[src/sv/droptail_delay_shaper_defines.svh]
// Assertion macros shared by the shaper's modules.
// Each macro expects i_clk and i_rst_n in the scope of the module that uses it.
`ifndef DROPTAIL_DELAY_SHAPER_DEFINES_SVH
`define DROPTAIL_DELAY_SHAPER_DEFINES_SVH

// Same-cycle implication, disabled while reset is asserted.
`define DTDS_ASSERT_IMP(lbl, ante, cons, msg) \
    lbl: assert property (@(posedge i_clk) disable iff (!i_rst_n) (ante) |-> (cons)) \
        else $error(msg);

// Next-cycle implication, disabled while reset is asserted.
`define DTDS_ASSERT_NXT(lbl, ante, cons, msg) \
    lbl: assert property (@(posedge i_clk) disable iff (!i_rst_n) (ante) |=> (cons)) \
        else $error(msg);

`endif

[src/sv/dtds_pkg.sv]
`default_nettype none

package dtds_pkg;

    // Field and register widths.
    localparam int TIME_W  = 48;
    localparam int BYTES_W = 16;
    localparam int BITS_W  = BYTES_W + 3;
    localparam int RATE_W  = 40;
    localparam int TICK_W  = 32;
    localparam int LAT_W   = 32;
    localparam int CFG_W   = 48;
    localparam int PROD_W  = BITS_W + TICK_W;
    localparam int TRIAL_W = PROD_W + 2;
    localparam int CNT_W   = $clog2(PROD_W + 1);

    // Register reset values.
    localparam logic [RATE_W-1:0] BITRATE_RST = RATE_W'(64'd1000000000);
    localparam logic [TICK_W-1:0] TICK_RST    = TICK_W'(64'd1000000);
    localparam logic [TIME_W-1:0] MAXDLY_RST  = TIME_W'(64'd1000);

    // Result status codes.
    typedef enum logic [1:0] {
        STS_OK     = 2'd0,
        STS_DROP   = 2'd1,
        STS_BADLEN = 2'd2
    } t_status;

    // Configuration register indexes.
    typedef enum logic [1:0] {
        REG_BITRATE = 2'd0,
        REG_TICK    = 2'd1,
        REG_MAXDLY  = 2'd2,
        REG_FIXLAT  = 2'd3
    } t_reg_idx;

    // Divider status seen by the sequencer.
    typedef struct packed {
        logic busy;
        logic done;
    } t_div_stat;

endpackage

`default_nettype wire

[src/sv/dtds_div.sv]
`default_nettype none
`include "droptail_delay_shaper_defines.svh"

// Restoring radix-2 divider: one quotient bit per cycle, PROD_W quotient bits per division.
module dtds_div import dtds_pkg::*; (
    input  wire logic              i_clk,
    input  wire logic              i_rst_n,
    input  wire logic              i_start,
    input  wire logic [PROD_W-1:0] i_dividend,
    input  wire logic [RATE_W-1:0] i_divisor,
    output t_div_stat              o_stat,
    output logic      [PROD_W-1:0] o_quot
);

    logic              r_busy;
    logic              r_done;
    logic [CNT_W-1:0]  r_cnt;
    logic [RATE_W:0]   r_rem;
    logic [PROD_W-1:0] r_q;
    logic [RATE_W-1:0] r_dvs;

    logic [RATE_W:0]   rem_sh;
    logic              ge;

    // Shift the next dividend bit into the partial remainder and try a subtract.
    assign rem_sh = {r_rem[RATE_W-1:0], r_q[PROD_W-1]};
    assign ge     = (rem_sh >= {1'b0, r_dvs});

    // Control state.
    always_ff @(posedge i_clk) begin
        if (!i_rst_n) begin
            r_busy <= 1'b0;
            r_done <= 1'b0;
            r_cnt  <= '0;
        end else begin
            r_done <= 1'b0;
            if (i_start && !r_busy) begin
                r_busy <= 1'b1;
                r_cnt  <= CNT_W'(PROD_W);
            end else if (r_busy) begin
                r_cnt <= r_cnt - CNT_W'(1);
                if (r_cnt == CNT_W'(1)) begin
                    r_busy <= 1'b0;
                    r_done <= 1'b1;
                end
            end
        end
    end

    // Datapath: the dividend register fills with quotient bits as it shifts out.
    always_ff @(posedge i_clk) begin
        if (i_start && !r_busy) begin
            r_q   <= i_dividend;
            r_rem <= '0;
            r_dvs <= i_divisor;
        end else if (r_busy) begin
            r_rem <= ge ? (rem_sh - {1'b0, r_dvs}) : rem_sh;
            r_q   <= {r_q[PROD_W-2:0], ge};
        end
    end

    assign o_stat.busy = r_busy;
    assign o_stat.done = r_done;
    assign o_quot      = r_q;

    `DTDS_ASSERT_NXT(a_div_start_busy, i_start && !r_busy, r_busy, "divider did not start")
    `DTDS_ASSERT_NXT(a_div_done_idle, r_done, !r_busy && !r_done, "done is not a single pulse")
    `DTDS_ASSERT_IMP(a_div_rem_bound, r_busy && (r_dvs != '0), r_rem < {1'b0, r_dvs},
        "partial remainder not below divisor")

endmodule

`default_nettype wire

[src/sv/droptail_delay_shaper.sv]
// A word of non-zero length steps through CALC, DIVGO, DIVW (the bit-serial divider), ADD, CHK
// and DONE, a zero length straight to DONE; no new word is taken until the current one leaves DONE.
// A new word is taken as soon as the sequencer is idle, even while a result still waits.
// Reset (synchronous, active low) clears backlog, last arrival and handshake state,
// and loads the configuration registers with their documented defaults.
`default_nettype none
`include "droptail_delay_shaper_defines.svh"

module droptail_delay_shaper import dtds_pkg::*; (
    input  wire logic              i_clk,
    input  wire logic              i_rst_n,
    input  wire logic              s_axis_tvalid,
    output logic                   s_axis_tready,
    input  wire logic [63:0]       s_axis_tdata,   // arrival_time[47:0], packet_bytes[63:48]
    output logic                   m_axis_tvalid,
    input  wire logic              m_axis_tready,
    output logic [TIME_W-1:0]      m_axis_tdata,   // send_delay[47:0]
    output logic [1:0]             m_axis_tuser,   // status[1:0]
    input  wire logic              i_cfg_valid,
    output logic                   o_cfg_ready,
    input  wire logic [1:0]        i_cfg_index,
    input  wire logic [CFG_W-1:0]  i_cfg_data
);

    typedef enum logic [6:0] {
        ST_IDLE  = 7'b0000001,
        ST_CALC  = 7'b0000010,
        ST_DIVGO = 7'b0000100,
        ST_DIVW  = 7'b0001000,
        ST_ADD   = 7'b0010000,
        ST_CHK   = 7'b0100000,
        ST_DONE  = 7'b1000000
    } t_state;

    t_state              r_state, n_state;

    // Configuration registers.
    logic [RATE_W-1:0]   r_bitrate;
    logic [TICK_W-1:0]   r_tick;
    logic [TIME_W-1:0]   r_max;
    logic [LAT_W-1:0]    r_fixed;

    // Queue state.
    logic [TIME_W-1:0]   r_backlog;
    logic [TIME_W-1:0]   r_last;

    // Working registers for the current word.
    logic [TIME_W-1:0]   r_now;
    logic [BYTES_W-1:0]  r_bytes;
    logic [PROD_W-1:0]   r_prod;
    logic [TRIAL_W-1:0]  r_trial;
    t_status             r_res_sts;
    logic [TIME_W-1:0]   r_res_delay;

    // Output register.
    logic                r_out_valid;
    t_status             r_out_sts;
    logic [TIME_W-1:0]   r_out_delay;

    logic                in_acc;
    logic                out_load;
    logic [TIME_W-1:0]   gap;
    logic [BITS_W-1:0]   bits;
    logic [RATE_W-1:0]   divisor;
    logic                drop;
    logic [TRIAL_W-1:0]  total;
    t_div_stat           div_stat;
    logic [PROD_W-1:0]   div_quot;

    assign s_axis_tready = (r_state == ST_IDLE);
    assign in_acc        = s_axis_tvalid && s_axis_tready;
    assign out_load      = (r_state == ST_DONE) && (!r_out_valid || m_axis_tready);
    assign o_cfg_ready   = 1'b1;

    assign gap     = r_now - r_last;
    assign bits    = {r_bytes, 3'b000};
    assign divisor = (r_bitrate == '0) ? RATE_W'(1) : r_bitrate;
    assign drop    = (r_trial > TRIAL_W'(r_max));
    assign total   = r_trial + TRIAL_W'(r_fixed);

    // Transmission time divider.
    dtds_div u_div (
        .i_clk      (i_clk),
        .i_rst_n    (i_rst_n),
        .i_start    (r_state == ST_DIVGO),
        .i_dividend (r_prod),
        .i_divisor  (divisor),
        .o_stat     (div_stat),
        .o_quot     (div_quot)
    );

    // Sequencer.
    always_comb begin
        n_state = r_state;
        case (r_state)
            ST_IDLE: begin
                if (in_acc) begin
                    n_state = (s_axis_tdata[63:48] == '0) ? ST_DONE : ST_CALC;
                end
            end
            ST_CALC:  n_state = ST_DIVGO;
            ST_DIVGO: n_state = ST_DIVW;
            ST_DIVW: begin
                if (div_stat.done) begin
                    n_state = ST_ADD;
                end
            end
            ST_ADD:   n_state = ST_CHK;
            ST_CHK:   n_state = ST_DONE;
            ST_DONE: begin
                if (out_load) begin
                    n_state = ST_IDLE;
                end
            end
            default:  n_state = ST_IDLE;
        endcase
    end

    always_ff @(posedge i_clk) begin
        if (!i_rst_n) begin
            r_state <= ST_IDLE;
        end else begin
            r_state <= n_state;
        end
    end

    // Configuration writes.
    always_ff @(posedge i_clk) begin
        if (!i_rst_n) begin
            r_bitrate <= BITRATE_RST;
            r_tick    <= TICK_RST;
            r_max     <= MAXDLY_RST;
            r_fixed   <= '0;
        end else if (i_cfg_valid) begin
            case (t_reg_idx'(i_cfg_index))
                REG_BITRATE: r_bitrate <= i_cfg_data[RATE_W-1:0];
                REG_TICK:    r_tick    <= i_cfg_data[TICK_W-1:0];
                REG_MAXDLY:  r_max     <= i_cfg_data[TIME_W-1:0];
                REG_FIXLAT:  r_fixed   <= i_cfg_data[LAT_W-1:0];
                default:     r_fixed   <= r_fixed;
            endcase
        end
    end

    // Backlog and last arrival: drain when time advances, then load the accepted delay.
    always_ff @(posedge i_clk) begin
        if (!i_rst_n) begin
            r_backlog <= '0;
            r_last    <= '0;
        end else if (r_state == ST_CALC) begin
            if (r_now > r_last) begin
                r_backlog <= (gap >= r_backlog) ? '0 : (r_backlog - gap);
                r_last    <= r_now;
            end
        end else if ((r_state == ST_CHK) && !drop) begin
            r_backlog <= (total[TRIAL_W-1:TIME_W] != '0) ? '1 : total[TIME_W-1:0];
        end
    end

    // Per-word datapath.
    always_ff @(posedge i_clk) begin
        case (r_state)
            ST_IDLE: begin
                r_now       <= s_axis_tdata[TIME_W-1:0];
                r_bytes     <= s_axis_tdata[63:48];
                r_res_sts   <= STS_BADLEN;
                r_res_delay <= '0;
            end
            ST_CALC: begin
                r_prod <= PROD_W'(bits) * PROD_W'(r_tick);
            end
            ST_ADD: begin
                r_trial <= TRIAL_W'(r_backlog) + TRIAL_W'(div_quot) + TRIAL_W'(1);
            end
            ST_CHK: begin
                if (drop) begin
                    r_res_sts   <= STS_DROP;
                    r_res_delay <= '0;
                end else begin
                    r_res_sts   <= STS_OK;
                    r_res_delay <= (total[TRIAL_W-1:TIME_W] != '0) ? '1 : total[TIME_W-1:0];
                end
            end
            default: begin
                r_prod <= r_prod;
            end
        endcase
    end

    // Output register: holds a finished word while the next one is worked on.
    always_ff @(posedge i_clk) begin
        if (!i_rst_n) begin
            r_out_valid <= 1'b0;
        end else if (out_load) begin
            r_out_valid <= 1'b1;
        end else if (m_axis_tready) begin
            r_out_valid <= 1'b0;
        end
    end

    always_ff @(posedge i_clk) begin
        if (out_load) begin
            r_out_sts   <= r_res_sts;
            r_out_delay <= r_res_delay;
        end
    end

    assign m_axis_tvalid = r_out_valid;
    assign m_axis_tdata  = r_out_delay;
    assign m_axis_tuser  = r_out_sts;

    `DTDS_ASSERT_IMP(a_idle_div_free, r_state == ST_IDLE, !div_stat.busy,
        "divider busy while sequencer idle")
    `DTDS_ASSERT_IMP(a_nonok_zero, m_axis_tvalid && (m_axis_tuser != STS_OK),
        m_axis_tdata == '0, "dropped or bad word carries a delay")
    `DTDS_ASSERT_NXT(a_backlog_match, (r_state == ST_CHK) && !drop,
        r_backlog == r_res_delay, "backlog differs from reported delay")

endmodule

`default_nettype wire

[config.mk]
export PLATFORM = sky130hd
export DESIGN_NAME = droptail_delay_shaper
export DESIGN_NICKNAME = d
export VERILOG_FILES = /design/src/sv/dtds_pkg.sv /design/src/sv/dtds_div.sv /design/src/sv/droptail_delay_shaper.sv
export VERILOG_INCLUDE_DIRS = /design/src /design/src/sv
export SDC_FILE = /design/constraint.sdc
export NUM_CORES = 2
export LEC_CHECK = 0
export BUFFER_PORTS_ARGS = -buffer_cell sky130_fd_sc_hd__buf_4
export CORE_MARGIN = 4
export CORE_UTILIZATION = 65
export CTS_CLUSTER_DIAMETER = 60
export CTS_CLUSTER_SIZE = 28
export DETAILED_ROUTE_END_ITERATION = 8
export PLACE_DENSITY = 0.83
export SYNTH_ARGS = -nofsm -noshare
export SYNTH_HDL_FRONTEND = slang
export SYNTH_SLANG_ARGS = --single-unit
[constraint.sdc]
create_clock -name i_clk -period 16.37 [get_ports i_clk]
set_clock_uncertainty 0.1 [all_clocks]
set_input_delay 3.274 -clock i_clk [delete_from_list [all_inputs] [get_ports i_clk]]
set_output_delay 3.274 -clock i_clk [all_outputs]
set_load 0.05 [all_outputs]
==> results.json <==
{
  "outcome": "finished, final reports clean",
  "pwr-share-seq": 0.231,
  "routed_wl_mm": 147,
  "insertion_delay_ns": 0.66,
  "crit_path_max_incr_delay_ns": 1.24,
  "slew_headroom": 0.108,
  "fp.dieH_um": 293,
  "fp-row-count": 104,
  "timing_worst_setup_path_type": "reg -> reg",
  "area_growth_syn_to_layout_pct": 7.63,
  "cp.required_ns": 16.64,
  "drt-vias-per-instance": 6.19,
  "finalInstanceArea_um2": 56700,
  "synth_area_per_cell_um2": 9.05,
  "yosys_warnings": 0,
  "synth_cell_type_count": 86,
  "ant_nets": 0,
  "synthTopCellsByArea": "edfxtp_1 (20%), fa_1 (16%), dfxtp_1 (12%), ha_1 (9.2%), nand2_1 (6.5%)",
  "grt_pass1_vias": 42468,
  "initial_utilization": 0.656,
  "place.gp.congestion": 0.985,
  "layout.area.seq_um2": 16700,
  "r2r_end": "r_prod[49]$_DFFE_PP_",
  "finalSetupViolations": 0,
  "syn_inst": 5825,
  "cts_max_path_buffers": 3,
  "cts_resized": 0,
  "synth_top_area_share": 0.202,
  "r2r_start": "r_bytes[10]$_DFFE_PP_",
  "rsz0062_at_grt": "false",
  "p_sw_frac": 0.455,
  "cts_tree": "done",
  "crit_start": "r_bytes[10]$_DFFE_PP_",
  "start_kind": "flip-flop",
  "switchingPower_w": 0.00451,
  "drt_first_iter_violations": 4207,
  "grt_max_degree": 116,
  "powerDensity_nw_per_um2": 175,
  "finalNetCount": 6729,
  "h-tree-depth": 2,
  "r2r_slack_ns": 8.15,
  "grt_pass1_wl_mm": 232,
  "tns_ns": 0,
  "hold_violations": 0,
  "dpl_worst_slack_ns": 8.30,
  "dieWidth_um": 293,
  "arrival_ns": 8.49,
  "dpl_cell_area_um2": 54600,
  "synth_top_area_cell": "edfxtp_1",
  "grt_overflow_total": 0,
  "drive_gt1_frac": 0.0732,
  "routedWlPerCell_um": 21.3,
  "cp-end-kind": "flip-flop",
  "worstMarginPinSlew_ns": 1.34,
  "drc": 0,
  "multi_input_area_um2": 32300,
  "firstDrtPassIters": 8,
  "p_clk_frac": 0.153,
  "max_freq_mhz": 122,
  "antenna_found_initial": 3,
  "path_clk_slew_ns": 0.10,
  "cts_buffers": 55,
  "internal-power_w": 0.00540,
  "fin_ws_ns": 8.15,
  "synthArstFlopShare": 0,
  "post_cts_buffers": 0,
  "synth-edff-count": 355,
  "peakVddDrop_mv": 0.438,
  "dieArea_um2": 85700,
  "ys_seq_area_frac": 0.318,
  "portBuffers": 170,
  "cts.sink_count": 659,
  "drv_cap": 0,
  "netlist_area_um2": 52700,
  "holdWs_ns": 0.316,
  "r2r_cells": 24,
  "synth_common_cells": "nand2_1 (916), inv_1 (681), a21oi_1 (491)",
  "hold_buffers": 0,
  "cts_root_buf": "clkbuf_16",
  "slowest_stage": "edfxtp_1",
  "finalMaxSlewViolations": 0,
  "num_vias": 42765,
  "crit_end": "r_prod[49]$_DFFE_PP_",
  "ys_ff_latch": 659,
  "num-fill-cells": 6115,
  "p_leak_nw": 24.4,
  "crit_chain": "nand2_1, fa_1, inv_1, ha_1, inv_1, fa_1, inv_1, fa_1, fa_1, inv_1, fa_1, inv_1, ha_1, o21a_1, o21ai_0, a31oi_1, nor3_1, o31ai_2, a2111oi_0, or3_1, o21ai_1, a221oi_2, mux2i_1, o2111ai_1",
  "dp_hpwl_mm": 111,
  "core_um2": 80400,
  "track_usage": 0.341,
  "period_needed_ns": 8.22,
  "pin_count": 172,
  "pwr-share-comb": 0.616,
  "critPathMaxFanout": 32,
  "synth_fp_nets": 6753,
  "synth_top_flop_cell": "edfxtp_1",
  "synth_most_common_cell": "nand2_1",
  "hp-class": "reg -> reg",
  "post-route-period-util": 0.502
}
layout by cell type, fill, tap and decap left out, types with 20 or more instances in the layout:
cell,count
a211oi_1,39
a21o_1,118
a21oi_1,490
a31oi_1,42
and2_1,226
and3_1,34
buf_4,216
clkbuf_16,55
dfxtp_1,303
edfxtp_1,355
fa_1,423
ha_1,386
inv_1,677
mux2_2,48
nand2_1,915
nand2b_1,37
nand3_1,105
nand4_1,63
nor2_1,253
nor2b_1,37
nor3_1,53
nor4_1,30
o211ai_1,31
o21a_1,39
o21ai_0,213
o21bai_1,34
o31ai_1,21
or3_1,20
xnor2_1,163
xor2_1,85
per-stage QoR:
| stage | cells | power (W) | util |
|---|---|---|---|
| finish | 6909 | 0.00991 | 0.706 |
| global route | 6907 | 0.0107 | 0.706 |
| CTS | 6907 | 0.00989 | 0.706 |
| detailed placement | 6804 | 0.00833 | 0.679 |
| global placement | 6804 | 0.00813 | 0.679 |
| floorplan | 5825 | 0.00684 | - |
sequential cells by signal, summed over array words and instances (netlist names), 48 cells and up:
register / count
r_now: 48
r_trial: 52
r_last: 48
r_backlog: 48
r_prod: 48
r_max: 48
m_axis_tdata: 48
r_res_delay: 48
u_div.o_quot: 51
worst max-delay path: cells and delay by family (launching register included):
family | cells | cell delay (ns)
AND/OR/NAND/NOR | 3 | 1.02
adder cells (fa/ha/maj) | 7 | 3.25
buffers and inverters | 5 | 0.24
multiplexers | 1 | 0.29
AO/OA/AOI/OAI | 8 | 1.81
flip-flops | 1 | 1.24
routing by layer:
metal  GRT usage  up-vias  share of wire
li1            -    19580              -
met1       0.458    20855           0.40
met2       0.546     1906           0.46
met3      0.0597      422          0.092
met4       0.152        2          0.053
met5           0        -       0.000088
final cells by class:
| class | instances | share of cell area |
|---|---|---|
| diodes | 2 | 0.0000882 |
| clock buffers | 57 | 0.0244 |
| clock inverters | 46 | 0.0135 |
| inverters | 681 | 0.0451 |
| multi-input cells | 4188 | 0.570 |
| flip-flops and latches | 659 | 0.295 |
| well taps | 1060 | 0.0234 |
| repair buffers | 216 | 0.0286 |
power groups by stage:
stage          Sequential, W  Clock [W]  Combinational [W]
6_report             0.00229    0.00151            0.00611
5_1_grt              0.00230    0.00160            0.00683
4_1_cts              0.00229    0.00153            0.00608
3_5_place_dp         0.00232          0            0.00601
3_3_place_gp         0.00231          0            0.00582
2_1_floorplan        0.00227          0            0.00458
worst min-delay path by stage:
stage	start	endpoint	slack, ns	cells after the start
4_1_cts	r_res_delay[11]$_SDFFCE_PN0P_	m_axis_tdata[11]$_DFFE_PP_	0.32	0
3_3_place_gp	r_res_delay[8]$_SDFFCE_PN0P_	m_axis_tdata[8]$_DFFE_PP_	0.30	0
5_1_grt	r_res_delay[11]$_SDFFCE_PN0P_	m_axis_tdata[11]$_DFFE_PP_	0.32	0
3_5_place_dp	r_res_delay[17]$_SDFFCE_PN0P_	m_axis_tdata[17]$_DFFE_PP_	0.31	0
2_1_floorplan	r_res_delay[0]$_SDFFCE_PN0P_	m_axis_tdata[0]$_DFFE_PP_	0.30	0
6_report	r_res_delay[11]$_SDFFCE_PN0P_	m_axis_tdata[11]$_DFFE_PP_	0.32	0
logic make-up after synthesis:
| kind of cell | share of synthesized area |
|---|---|
| other | 0.0000711 |
| AND/OR/NAND/NOR | 0.161 |
| adder cells (fa/ha/maj) | 0.252 |
| buffers and inverters | 0.0701 |
| multiplexers | 0.0118 |
| XOR/XNOR | 0.0412 |
| flip-flops | 0.318 |
| AO/OA/AOI/OAI | 0.146 |
(Power assumes the default switching activity.)
